$ cat src/hw/rtl/h2fc_pkg.sv
// ----------------------------------------------------------------------------
// h2fc_pkg
// Shared types and constants of the HTTP/2 receive flow-control unit.
// ----------------------------------------------------------------------------
package h2fc_pkg;

  localparam int unsigned MaxDataChunkDefault = 16384;

  localparam logic [7:0] FT_DATA     = 8'd0;
  localparam logic [7:0] FT_HEADERS  = 8'd1;
  localparam logic [7:0] FT_RST      = 8'd3;
  localparam logic [7:0] FT_SETTINGS = 8'd4;
  localparam logic [7:0] FT_PING     = 8'd6;
  localparam logic [7:0] FT_GOAWAY   = 8'd7;
  localparam logic [7:0] FT_WINUPD   = 8'd8;

  localparam logic [7:0] FL_END    = 8'h01;
  localparam logic [7:0] FL_ACK    = 8'h01;
  localparam logic [7:0] FL_PADDED = 8'h08;

  localparam logic [15:0] SET_ID_WINDOW = 16'h0004;
  localparam logic [16:0] WIN_REFILL    = 17'd65535;
  localparam logic [16:0] WIN_LOW       = 17'd16000;
  localparam logic [15:0] PKT_BODY_MAX  = 16'd32768;
  localparam logic [3:0]  HDR_BYTES     = 4'd9;

  localparam logic [1:0] REG_DOWN_ID = 2'd0;
  localparam logic [1:0] REG_UP_ID   = 2'd1;
  localparam logic [1:0] REG_PKT     = 2'd2;

  typedef enum logic [2:0] {
    K_DATA    = 3'd0,
    K_SET_ACK = 3'd1,
    K_PING    = 3'd2,
    K_WINUPD  = 3'd3,
    K_END     = 3'd4,
    K_CLOSED  = 3'd5,
    K_GRANT   = 3'd6,
    K_ERROR   = 3'd7
  } kind_t;

  typedef enum logic [2:0] {
    LS_BOOT = 3'b001,
    LS_OPEN = 3'b010,
    LS_FAIL = 3'b100
  } link_t;

  typedef struct packed {
    logic        cmd;
    logic [7:0]  rx_byte;
    logic [15:0] want_len;
  } in_t;

  typedef struct packed {
    logic [2:0]  kind;
    logic [7:0]  data_byte;
    logic [63:0] ping_data;
    logic [30:0] update_stream;
    logic [15:0] grant_len;
    logic        last;
  } res_t;

endpackage

$ cat src/hw/rtl/h2fc_outq.sv
// ----------------------------------------------------------------------------
// h2fc_outq
// Holds the up to four results of one transaction and hands them out in order.
// ----------------------------------------------------------------------------
module h2fc_outq (
  input  logic               clk,
  input  logic               rst,
  input  logic               load,
  input  logic [2:0]         load_cnt,
  input  h2fc_pkg::res_t     load_items [4],
  output logic               room,
  output logic               out_valid,
  input  logic               out_stall,
  output h2fc_pkg::res_t     out_data
);
  import h2fc_pkg::*;

  res_t       items [4];
  logic [2:0] cnt;
  logic       pop;

  assign pop       = out_valid && !out_stall;
  assign out_valid = (cnt != 3'd0);
  assign out_data  = items[0];
  assign room      = (cnt == 3'd0) || (cnt == 3'd1 && pop);

  always_ff @(posedge clk) begin
    if (rst) begin
      cnt <= 3'd0;
    end else if (load) begin
      cnt <= load_cnt;
    end else if (pop) begin
      cnt <= cnt - 3'd1;
    end
  end

  // advance the entries on a pop, replace them on a load
  always_ff @(posedge clk) begin
    if (load) begin
      items <= load_items;
    end else if (pop) begin
      items[0] <= items[1];
      items[1] <= items[2];
      items[2] <= items[3];
    end
  end

endmodule

$ cat src/hw/rtl/http2_frame_rx_flow_control_unit.sv
// ----------------------------------------------------------------------------
// http2_frame_rx_flow_control_unit
// HTTP/2 frame deframer with send/receive window bookkeeping and write grants.
// ----------------------------------------------------------------------------
//  channel | direction | handshake          | payload
//  in      | input     | in_valid/in_stall  | h2fc_pkg::in_t  (cmd, rx_byte, want_len)
//  out     | output    | out_valid/out_stall| h2fc_pkg::res_t (kind .. last)
//  cfg     | input     | cfg_we             | cfg_index, cfg_data
//
//  One transaction is taken per cycle while the output queue has room; all of
//  its work is done in the accept cycle and its 0 to 4 results land in a small
//  output queue. The queue drains one result per cycle while out is not stalled;
//  the next transaction enters as the last result of the one before leaves.
//  Reset (rst, synchronous) returns the parser, windows and link to boot.
//  A stall on out holds the queue and raises in_stall once it is not about to empty.
// ----------------------------------------------------------------------------
module http2_frame_rx_flow_control_unit #(
  parameter int unsigned MAX_DATA_CHUNK = h2fc_pkg::MaxDataChunkDefault
) (
  input  logic            clk,
  input  logic            rst,
  input  logic            in_valid,
  output logic            in_stall,
  input  h2fc_pkg::in_t   in_data,
  output logic            out_valid,
  input  logic            out_stall,
  output h2fc_pkg::res_t  out_data,
  input  logic            cfg_we,
  input  logic [1:0]      cfg_index,
  input  logic [30:0]     cfg_data
);
  import h2fc_pkg::*;

  localparam logic [31:0] ChunkMax = 32'(MAX_DATA_CHUNK);

  // configuration
  logic [30:0] down_id, up_id;
  logic        pkt_mode;

  // parser and window state
  logic [3:0]  hidx, hidx_next;
  logic [23:0] flen, flen_next;
  logic [7:0]  ftype, ftype_next;
  logic [7:0]  fflags, fflags_next;
  logic [30:0] fstream, fstream_next;
  logic [23:0] pcount, pcount_next;
  logic [2:0]  sub6, sub6_next;
  logic [7:0]  padlen, padlen_next;
  logic [63:0] fshift, fshift_next;
  link_t       link, link_next;
  logic [31:0] conn_send, conn_send_next, up_send, up_send_next;
  logic [16:0] conn_recv, conn_recv_next, down_recv, down_recv_next;
  logic        stream_fin, stream_fin_next;

  logic       accept, room;
  res_t       cand [4];
  logic [3:0] cv;
  res_t       items [4];
  logic [2:0] nres;

  assign in_stall = !room;
  assign accept   = in_valid && room;

  always_ff @(posedge clk) begin
    if (rst) begin
      down_id  <= 31'd1;
      up_id    <= 31'd1;
      pkt_mode <= 1'b0;
    end else if (cfg_we) begin
      case (cfg_index)
        REG_DOWN_ID: down_id  <= cfg_data;
        REG_UP_ID:   up_id    <= cfg_data;
        REG_PKT:     pkt_mode <= cfg_data[0];
        default: ;
      endcase
    end
  end

  // next-state and result logic for one transaction
  always_comb begin
    logic        done;
    logic        dn;
    logic [31:0] g;
    logic [30:0] inc;
    logic [23:0] dlen;
    logic [2:0]  pos;
    res_t        zr;

    zr = '0;
    for (int k = 0; k < 4; k++) cand[k] = zr;
    cv = '0;
    done = 1'b0;
    dn = 1'b0;
    g = '0;
    inc = '0;
    dlen = '0;
    pos = '0;

    hidx_next = hidx;       flen_next = flen;       ftype_next = ftype;
    fflags_next = fflags;   fstream_next = fstream; pcount_next = pcount;
    sub6_next = sub6;       padlen_next = padlen;   fshift_next = fshift;
    link_next = link;       conn_send_next = conn_send; up_send_next = up_send;
    conn_recv_next = conn_recv; down_recv_next = down_recv; stream_fin_next = stream_fin;

    if (link == LS_FAIL) begin
      cand[0].kind = K_ERROR;
      cv[0] = 1'b1;
    end else if (in_data.cmd) begin
      cand[0].kind = K_GRANT;
      cv[0] = 1'b1;
      if (link == LS_OPEN && in_data.want_len != 16'd0) begin
        if (pkt_mode) begin
          g = (in_data.want_len < PKT_BODY_MAX) ? {16'd0, in_data.want_len}
                                                : {16'd0, PKT_BODY_MAX};
        end else begin
          g = {16'd0, in_data.want_len};
          if (conn_send < g) g = conn_send;
          if (up_send < g) g = up_send;
          if (g > ChunkMax) g = ChunkMax;
          conn_send_next = conn_send - g;
          up_send_next   = up_send - g;
        end
      end
      cand[0].grant_len = g[15:0];
    end else if (hidx < HDR_BYTES) begin
      // collect the 9-byte frame header
      if (hidx < 4'd3) flen_next = {flen[15:0], in_data.rx_byte};
      else if (hidx == 4'd3) ftype_next = in_data.rx_byte;
      else if (hidx == 4'd4) fflags_next = in_data.rx_byte;
      else fstream_next = {fstream[22:0], in_data.rx_byte};
      hidx_next = hidx + 4'd1;
      if (hidx_next == HDR_BYTES) begin
        pcount_next = '0;
        sub6_next   = '0;
        fshift_next = '0;
        padlen_next = '0;
        if (flen_next == 24'd0) begin
          done = 1'b1;
          hidx_next = '0;
        end
      end
    end else begin
      // payload byte
      fshift_next = {fshift[55:0], in_data.rx_byte};
      if (ftype == FT_SETTINGS && (fflags & FL_ACK) == 8'd0 && sub6 == 3'd5 &&
          fshift_next[47:32] == SET_ID_WINDOW) begin
        conn_send_next = fshift_next[31:0];
        up_send_next   = fshift_next[31:0];
      end
      if (ftype == FT_DATA && fstream == down_id) begin
        if ((fflags & FL_PADDED) != 8'd0) begin
          if (pcount == 24'd0) begin
            padlen_next = in_data.rx_byte;
          end else if ({1'b0, pcount} + 25'(padlen) < {1'b0, flen}) begin
            cand[0].kind = K_DATA;
            cand[0].data_byte = in_data.rx_byte;
            cv[0] = 1'b1;
          end
        end else begin
          cand[0].kind = K_DATA;
          cand[0].data_byte = in_data.rx_byte;
          cv[0] = 1'b1;
        end
      end else if (ftype == FT_DATA && (fflags & FL_PADDED) != 8'd0 &&
                   pcount == 24'd0) begin
        padlen_next = in_data.rx_byte;
      end
      if ({1'b0, pcount} + 25'd1 >= {1'b0, flen}) begin
        done = 1'b1;
        hidx_next = '0;
      end else begin
        pcount_next = pcount + 24'd1;
        sub6_next = (sub6 == 3'd5) ? 3'd0 : sub6 + 3'd1;
      end
    end

    // end of frame: act on the completed frame
    if (done) begin
      dn = (fstream_next == down_id);
      case (ftype_next)
        FT_SETTINGS: begin
          if ((fflags_next & FL_ACK) == 8'd0) begin
            cand[1].kind = K_SET_ACK;
            cv[1] = 1'b1;
          end
          if (link == LS_BOOT) link_next = LS_OPEN;
        end
        FT_WINUPD: begin
          if (flen_next == 24'd4) begin
            inc = fshift_next[30:0];
            if (fstream_next == 31'd0) conn_send_next = conn_send_next + {1'b0, inc};
            else if (fstream_next == up_id) up_send_next = up_send_next + {1'b0, inc};
          end
        end
        FT_PING: begin
          if (flen_next == 24'd8 && (fflags_next & FL_ACK) == 8'd0) begin
            cand[1].kind = K_PING;
            cand[1].ping_data = fshift_next;
            cv[1] = 1'b1;
          end
        end
        FT_GOAWAY, FT_RST: begin
          link_next = LS_FAIL;
          cand[1].kind = K_CLOSED;
          cv[1] = 1'b1;
        end
        FT_HEADERS: begin
          if ((fflags_next & FL_END) != 8'd0 && dn) begin
            stream_fin_next = 1'b1;
            cand[1].kind = K_END;
            cv[1] = 1'b1;
          end
        end
        FT_DATA: begin
          if ((fflags_next & FL_PADDED) != 8'd0 &&
              (flen_next == 24'd0 || {16'd0, padlen_next} > flen_next - 24'd1)) begin
            cand[1].kind = K_ERROR;
            cv[1] = 1'b1;
          end else begin
            dlen = ((fflags_next & FL_PADDED) != 8'd0)
                 ? flen_next - 24'd1 - {16'd0, padlen_next} : flen_next;
            if (dn && dlen != 24'd0) begin
              conn_recv_next = ({7'd0, conn_recv} > dlen) ? conn_recv - dlen[16:0] : '0;
              down_recv_next = ({7'd0, down_recv} > dlen) ? down_recv - dlen[16:0] : '0;
              if (conn_recv_next < WIN_LOW) begin
                cand[1].kind = K_WINUPD;
                cv[1] = 1'b1;
                conn_recv_next = conn_recv_next + WIN_REFILL;
              end
              if (down_recv_next < WIN_LOW) begin
                cand[2].kind = K_WINUPD;
                cand[2].update_stream = down_id;
                cv[2] = 1'b1;
                down_recv_next = down_recv_next + WIN_REFILL;
              end
            end
            if ((fflags_next & FL_END) != 8'd0 && dn) begin
              stream_fin_next = 1'b1;
              cand[3].kind = K_END;
              cv[3] = 1'b1;
            end
          end
        end
        default: ;
      endcase
    end

    // pack the present results to the front and mark the final one
    for (int k = 0; k < 4; k++) items[k] = zr;
    for (int k = 0; k < 4; k++) begin
      if (cv[k]) begin
        items[pos[1:0]] = cand[k];
        pos = pos + 3'd1;
      end
    end
    if (pos != 3'd0) items[2'(pos - 3'd1)].last = 1'b1;
    nres = pos;
  end

  always_ff @(posedge clk) begin
    if (rst) begin
      hidx <= '0; flen <= '0; ftype <= '0; fflags <= '0; fstream <= '0;
      pcount <= '0; sub6 <= '0; padlen <= '0; fshift <= '0;
      link <= LS_BOOT;
      conn_send <= 32'd65535; up_send <= 32'd65535;
      conn_recv <= WIN_REFILL; down_recv <= WIN_REFILL;
      stream_fin <= 1'b0;
    end else if (accept) begin
      hidx <= hidx_next; flen <= flen_next; ftype <= ftype_next;
      fflags <= fflags_next; fstream <= fstream_next; pcount <= pcount_next;
      sub6 <= sub6_next; padlen <= padlen_next; fshift <= fshift_next;
      link <= link_next;
      conn_send <= conn_send_next; up_send <= up_send_next;
      conn_recv <= conn_recv_next; down_recv <= down_recv_next;
      stream_fin <= stream_fin_next;
    end
  end

  h2fc_outq u_outq (
    .clk        (clk),
    .rst        (rst),
    .load       (accept),
    .load_cnt   (nres),
    .load_items (items),
    .room       (room),
    .out_valid  (out_valid),
    .out_stall  (out_stall),
    .out_data   (out_data)
  );

endmodule

$ cat config.mk
export PLATFORM = sky130hd
export DESIGN_NAME = http2_frame_rx_flow_control_unit
export DESIGN_NICKNAME = d
export VERILOG_FILES = /design/src/hw/rtl/h2fc_pkg.sv /design/src/hw/rtl/h2fc_outq.sv /design/src/hw/rtl/http2_frame_rx_flow_control_unit.sv
export SDC_FILE = /design/constraint.sdc
export NUM_CORES = 2
export LEC_CHECK = 0
export ABC_AREA = 0
export BUFFER_PORTS_ARGS = -buffer_cell sky130_fd_sc_hd__buf_2
export CAP_MARGIN = 30
export CORE_ASPECT_RATIO = 1.25
export CORE_UTILIZATION = 50
export CTS_BUF_LIST = sky130_fd_sc_hd__clkbuf_16
export CTS_CLUSTER_DIAMETER = 150
export DETAILED_ROUTE_END_ITERATION = 6
export GPL_TIMING_DRIVEN = 0
export HOLD_SLACK_MARGIN = 0.12
export MAX_ROUTING_LAYER = met4
export PLACE_DENSITY = 0.68
export SETUP_SLACK_MARGIN = 0.1
export SKIP_LAST_GASP = 1
export SLEW_MARGIN = 5
export SYNTH_ARGS = -nofsm -noshare
export SYNTH_HDL_FRONTEND = slang
export SYNTH_SLANG_ARGS = --single-unit
$ cat constraint.sdc
create_clock -name clk -period 13.52 [get_ports clk]
set_input_delay 2.028 -clock clk [delete_from_list [all_inputs] [get_ports clk]]
set_output_delay 2.028 -clock clk [all_outputs]
set_load 0.02 [all_outputs]
# Word level (Yosys, flattened, before mapping)

Cells that the tools add are included.

Register bits after elaboration: 829
Bits in latches: 0
RAM bits: 0
Memory bits (read-only): 0
Bits of input ports: 63
Output and inout port bits: 125
Word-level logic and storage cells: 344
Memories kept: 0

$add $sub $neg: 20
Multipliers: 0
Div/mod/pow operators: 0
Order comparisons: 21
Eq/ne operators: 26
Shift-type cells: 0
Muxes and demuxes: 177
Bitwise logic cells: 9
Reduce and logical (&&, ||, !) cells: 48

Operators by type and width:

| operator                 | count |
|---|---|
| $bwmux W492              | 4 |
| $mux W492                | 4 |
| $mux W32                 | 36 |
| $demux W123 S2           | 4 |
| $mux W369                | 2 |
| $mux W123                | 4 |
| $mux W64                 | 7 |
| $mux W31                 | 11 |
| $mux W24                 | 11 |
| $mux W8                  | 18 |
| $eq A31 B31 Y1           | 3 |
| $mux W16                 | 5 |
| $logic_not A24 Y1        | 3 |
| $mux W17                 | 4 |
| $add A32 B31 Y32         | 2 |
| $sub A32 B32 Y32         | 2 |
| $mux W3                  | 19 |
| $gt A17 B24 Y1           | 2 |
| $mux W4                  | 10 |
| $add A17 B16 Y17 const B | 2 |
| $lt A17 B14 Y1 const B   | 2 |
| $sub A17 B17 Y17         | 2 |
| $eq A8 B3 Y1 const B     | 4 |
| $gt A32 B15 Y1 const B   | 1 |
| other kinds (59)         | 139 |

# Depth between registers and ports, before layout

Depth in word-level cells: 33
Depth in mapped cells: 52

# Cells and area by module

A second synthesis with hierarchy kept.

Cell total of the unflattened synthesis: 5,587
Area total of the unflattened synthesis: 53,382.4 µm²

By module, submodules not included:

| module                           | times used | cells an instance | area each (µm²) |
|---|---|---|---|
| http2_frame_rx_flow_control_unit | 1          | 4,534             | 33,042.9 |
| h2fc_outq                        | 1          | 1,053             | 20,339.5 |

# Worst setup path before layout

No wires, ideal clock.

Path kind: input-to-reg
From: in in_data[12] (netlist bit)
To: reg conn_send[30]
Setup time: 0.074 ns
Arrival: 11.316 ns
Slack: 2.129 ns
Stages on the path: 48
Cell sequence: inv_1 -> ha_1 -> and2_1 -> a21boi_0 -> o21ai_0 -> o211a_1 -> buf_1 -> clkbuf_1 -> nor2_1 -> a21oi_1 -> ha_1 -> a21oi_1 -> a21oi_1 -> or3_1 -> a221oi_1 -> a21o_1 -> nand2_1 -> o31ai_1 -> (+12 left out) -> a21oi_1 -> mux2i_1 -> a311oi_1 -> nor2b_1 -> ha_1 -> nand2_1 -> nand2b_1 -> a21oi_1 -> o21ai_0 -> a21oi_1 -> nor2b_1 -> a211o_1 -> and2_1 -> o31ai_1 -> a21oi_1 -> xor2_1 -> nand2_1 -> a31oi_1

Longest elaborated chain between the ends: 28
Elaborated cells between the ends (all ways): 30
Classes of those cells: add/sub: 2; order compare: 3; mux: 23; reduce/logical: 2

Ends and longest elaborated chain:

| item                 | RTL line                                | text |
|---|---|---|
| start, declared      | http2_frame_rx_flow_control_unit.sv:24  | `input h2fc_pkg::in_t in_data,` |
| $lt A32 B16 Y1       | http2_frame_rx_flow_control_unit.sv:117 | `if (conn_send < g) g = conn_send;` |
| $mux W32             | http2_frame_rx_flow_control_unit.sv:117 |  |
| $mux W32             | http2_frame_rx_flow_control_unit.sv:112 | `if (pkt_mode) begin` |
| $mux W32             | http2_frame_rx_flow_control_unit.sv:111 | `if (link == LS_OPEN && in_data.want_len != 16'd0) begin` |
| $mux W32             | http2_frame_rx_flow_control_unit.sv:108 | `end else if (in_data.cmd) begin` |
| $mux W32             | http2_frame_rx_flow_control_unit.sv:105 | `if (link == LS_FAIL) begin` |
| $lt A32 B32 Y1       | http2_frame_rx_flow_control_unit.sv:118 | `if (up_send < g) g = up_send;` |
| $mux W32             | http2_frame_rx_flow_control_unit.sv:118 |  |
| (+12 left out)       | n/a                                     |  |
| $mux W32 (*)         | http2_frame_rx_flow_control_unit.sv:111 |  |
| $mux W32 (*)         | http2_frame_rx_flow_control_unit.sv:108 |  |
| $mux W32 (*)         | http2_frame_rx_flow_control_unit.sv:105 |  |
| $add A32 B31 Y32     | http2_frame_rx_flow_control_unit.sv:191 | `if (fstream_next == 31'd0) conn_send_next = conn_send_next + {1'b0, inc};` |
| $mux W32             | http2_frame_rx_flow_control_unit.sv:191 |  |
| $mux W32             | http2_frame_rx_flow_control_unit.sv:189 | `if (flen_next == 24'd4) begin` |
| $mux W32             | http2_frame_rx_flow_control_unit.sv:180 | `case (ftype_next)` |
| $mux W32 (*)         | http2_frame_rx_flow_control_unit.sv:178 | `if (done) begin` |
| end signal, assigned | http2_frame_rx_flow_control_unit.sv:273 | `conn_send <= conn_send_next; up_send <= up_send_next;` |
| end, declared        | http2_frame_rx_flow_control_unit.sv:51  | `logic [31:0] conn_send, conn_send_next, up_send, up_send_next;` |

Mark *: on every way between the ends. The rest lies on a longest branch, timed or not. The select of a mux whose other input is x is not followed.
A chain may end at the register's enable or synchronous reset.

# Worst setup path in the final report

From: in in_data[24] (netlist bit)
To: reg u_outq.items, in the netlist u_outq.out_data[114] (data pin)

Longest elaborated chain between the ends: 26
Elaborated cells between the ends (all ways): 95
Classes of those cells: add/sub: 8; order compare: 11; eq/ne: 7; mux: 51; bitwise: 4; reduce/logical: 14

Ends and longest elaborated chain:

| item                                                                     | RTL line                                | text |
|---|---|---|
| parallel branches: the longest is 24 deep, another holds $sub A24 B1 Y24 | n/a                                     |  |
| $mux W492 (*)                                                            | http2_frame_rx_flow_control_unit.sv:256 | `if (pos != 3'd0) items[2'(pos - 3'd1)].last = 1'b1;` |
| $mux W369 (*)                                                            | h2fc_outq.sv:39                         | `if (load) begin` |
| end signal, assigned                                                     | h2fc_outq.sv:40                         | `items <= load_items;` |
| end, declared                                                            | h2fc_outq.sv:18                         | `res_t items [4];` |

Every way passes the cells marked *.

==> flow_metrics.py <==
metrics = {
    "grt": {
        "grt_pass1_wl_um": 241000,
        "grt_max_degree": 69,
        "grt_use_total": 0.370,
        "antenna_found_initial": 5,
        "grt-ovfl-total": 0,
        "grt_pass1_vias": 39100,
    },
    "timing": {
        "finalCritPeriodShare": 0.943,
        "skew_ps": 35.3,
        "setup_viol": 0,
        "fmax_ghz": 0.0784,
        "tightest_slew_ps": 1130,
        "rsz0062_at_grt": "false",
        "postLayoutSetupSlackWorst_ps": 768,
        "slew_viol_final": 0,
        "slew_headroom": 0.241,
        "period_needed_ps": 12750,
        "hold_viol_final": 0,
    },
    "drt": {
        "drtAntennaViolNets": 0,
        "dr.pass1.iters": 7,
        "viasPerCell": 6.18,
        "drt_wl_total_um": 163000,
        "avgRoutedWirePerCell_um": 24.2,
        "drt_iter0_drc": 4690,
        "drc": 1,
        "vias": 41600,
    },
    "yosys": {
        "netlist.area_leader.share": 0.199,
        "async_reset_ff_frac": 0,
        "synthCells": 5112,
        "syn-cell-area_um2": 43900,
        "ys_warn_count": 0,
        "synth-edff-count": 290,
        "netlist_top_cells_area": "edfxtp_1 20%, dfxtp_1 15%, ha_1 8.3%, a21oi_1 4.8%, nand2_1 4.7%",
        "yosysSeqAreaShare": 0.351,
        "synth_flop_cell": "dfxtp_1",
        "yosysMostFrequentCell": "nand2_1",
        "yosys-top-cells-count": "547 x nand2_1, 443 x nor2_1, 424 x a21oi_1",
        "ys_ff_latch": 625,
        "synth_area_leader_cell": "edfxtp_1",
        "syn_avg_cell_area_um2": 8.58,
        "ys_types": 96,
    },
    "setup_path": {
        "crit_path_start": "in_data[24]",
        "critPathMaxStageDelay_ps": 540,
        "endpoint_kind": "flip-flop",
        "r2r_start": "hidx[0]",
        "cp_max_fo": 10,
        "crit_type": "in2reg",
        "r2r.worst_path.cells": 37,
        "crit_top_cell": "ha_1",
        "critPathArrivalTime_ps": 13170,
        "critical-path-slowest-cell": "nor4_1",
        "critPathLaunchType": "input pin",
        "reg2reg_to": "u_outq.out_data[114]",
        "r2r_slack_ps": 1160,
        "crit_required_ps": 13940,
    },
    "status": {
        "violations": "DRC",
        "status": "finished with violations",
    },
    "min_path": {
        "min_from": "ftype[6]",
        "min_to": "ftype[6]",
        "hold_class": "reg2reg",
        "min_path_cells": 2,
    },
    "clock_network": {
        "h-tree-depth": 3,
        "cts_root_buf": "clkbuf_16",
        "clock_sinks": 625,
        "clkTransAtPathRegs_ps": 60,
        "cts_made_buffers": 69,
        "clock_latency_ps": 650,
        "cts_hold_buf": 0,
        "cts_tree": "built",
        "clockBufferDepth": 3,
    },
    "placed_design": {
        "preCtsSetupSlack_ps": -98.4,
        "globalplace.congestion": 1.06,
        "dp_cells": 6598,
        "dp_hpwl_um": 125000,
        "io_buffers": 185,
    },
    "power": {
        "vdd_drop_max_mv": 0.210,
        "power.density_nw_per_um2": 227,
        "leakage_nw": 20.1,
    },
    "floorplan": {
        "dieArea_um2": 88900,
        "core_area_um2": 87100,
        "fp.dieH_um": 333,
        "die_x_um": 267,
        "rows": 121,
        "initial_utilization": 0.504,
        "io_pins": 188,
    },
    "cells_and_area": {
        "instances_no_fill": 6738,
        "area_growth_pct": 12.6,
        "final_nets": 5872,
        "drive_above_1_share": 0.0994,
    },
    "flow_run": {
        "drv_cap": 0,
    },
}
[what timing repair did]
action,in CTS,in global routing
buffers inserted,0,0
setup endpoints to repair,0,60
gates resized for setup,0,14
[power breakdown]
| group | switching, mW | leakage [nW] | internal (mW) |
|---|---|---|---|
| Combinational | 3.76 | 13.3 | 2.29 |
| Sequential | 0.430 | 5.61 | 2.78 |
| Clock | 0.824 | 1.19 | 1.11 |
| Total | 5.01 | 20.1 | 6.18 |
[through the flow]
step	total power, mW	area [µm²]	utilization	TNS [ps]	hold slack [ps]
floorplan	7.40	44300	-	0	431
global placement	9.06	46700	0.536	-20610	441
detailed placement	9.13	47000	0.540	-101	442
global route	11.8	49400	0.567	0	470
finish	11.2	49400	0.567	0	451
CTS	11.1	49300	0.566	0	450
[routing by layer]
metal,track usage,vias to the layer above,part of all wire
met3,0.0704,588,0.084
met1,0.438,19700,0.39
met5,-,-,0
li1,-,19300,-
met2,0.573,1965,0.45
met4,0.241,0,0.075
[cell usage in the layout (no fill, tap or decap), drive strengths merged, types with 39 or more instances in the layout]
cell type	instances
a211oi	128
a21o	106
a21oi	424
a22o	93
a22oi	88
a31oi	41
and2	51
and3	46
buf	396
clkbuf	349
conb	112
dfxtp	335
edfxtp	290
ha	292
inv	188
mux2i	129
nand2	547
nand2b	43
nand3	104
nand4	69
nor2	455
nor3	97
nor4	73
o211ai	53
o21a	39
o21ai	180
o22ai	46
o31ai	88
xnor2	169
xor2	136
[critical path, delay by kind of cell]
| kind | cells | cell delay [ps] |
|---|---|---|
| buffers and inverters | 5 | 1700 |
| xor gates and xnor gates | 4 | 1240 |
| and+or+nand+nor | 10 | 3090 |
| AOI/OAI and AO/OA | 10 | 2920 |
| adders and majority gates | 5 | 1630 |
| muxes | 1 | 520 |
[final cells by class]
type	count	area, µm²
tap	1168	1460
clock inverter	51	422
clock buffer	74	1850
inverter	163	612
timing repair buffer	216	1330
antenna	7	17.5
sequential	625	15400
buffer	455	2270
fill	8005	37700
multi-input combinational	3979	26000
[how the worst max path moves through the flow]
stage | to | slack, ps | cells after the start
2_1_floorplan | conn_send[30] | 2130 | 48
4_1_cts | conn_send[27] | 490 | 46
5_1_grt | conn_send[27] | 110 | 47
6_report | u_outq.out_data[114] | 770 | 35
3_5_place_dp | conn_send[27] | -100 | 46
3_3_place_gp | u_outq.out_data[114] | -360 | 35
[sequential cells by signal, summed over array words and instances, names as in the netlist, 4 cells and up]
register,flops
hidx,4
pcount,24
padlen,8
fshift,64
down_recv,17
conn_recv,17
fstream,31
up_send,32
up_id,31
down_id,31
ftype,8
u_outq.items,167
conn_send,32
flen,24
u_outq.out_data,123
[cell families (layout without fill, tap and decap cells)]
kind of cell | Yosys count | in the layout | share of synthesized area
xor gates and xnor gates | 305 | 305 | 0.0609
muxes | 144 | 144 | 0.0333
other | 2 | 119 | 0.000171
buffers and inverters | 618 | 959 | 0.0656
AOI/OAI and AO/OA | 1472 | 1472 | 0.224
DFF | 625 | 625 | 0.351
adders and majority gates | 302 | 302 | 0.0874
and+or+nand+nor | 1644 | 1644 | 0.177
Note: power is estimated with default switching activity, not from simulation.
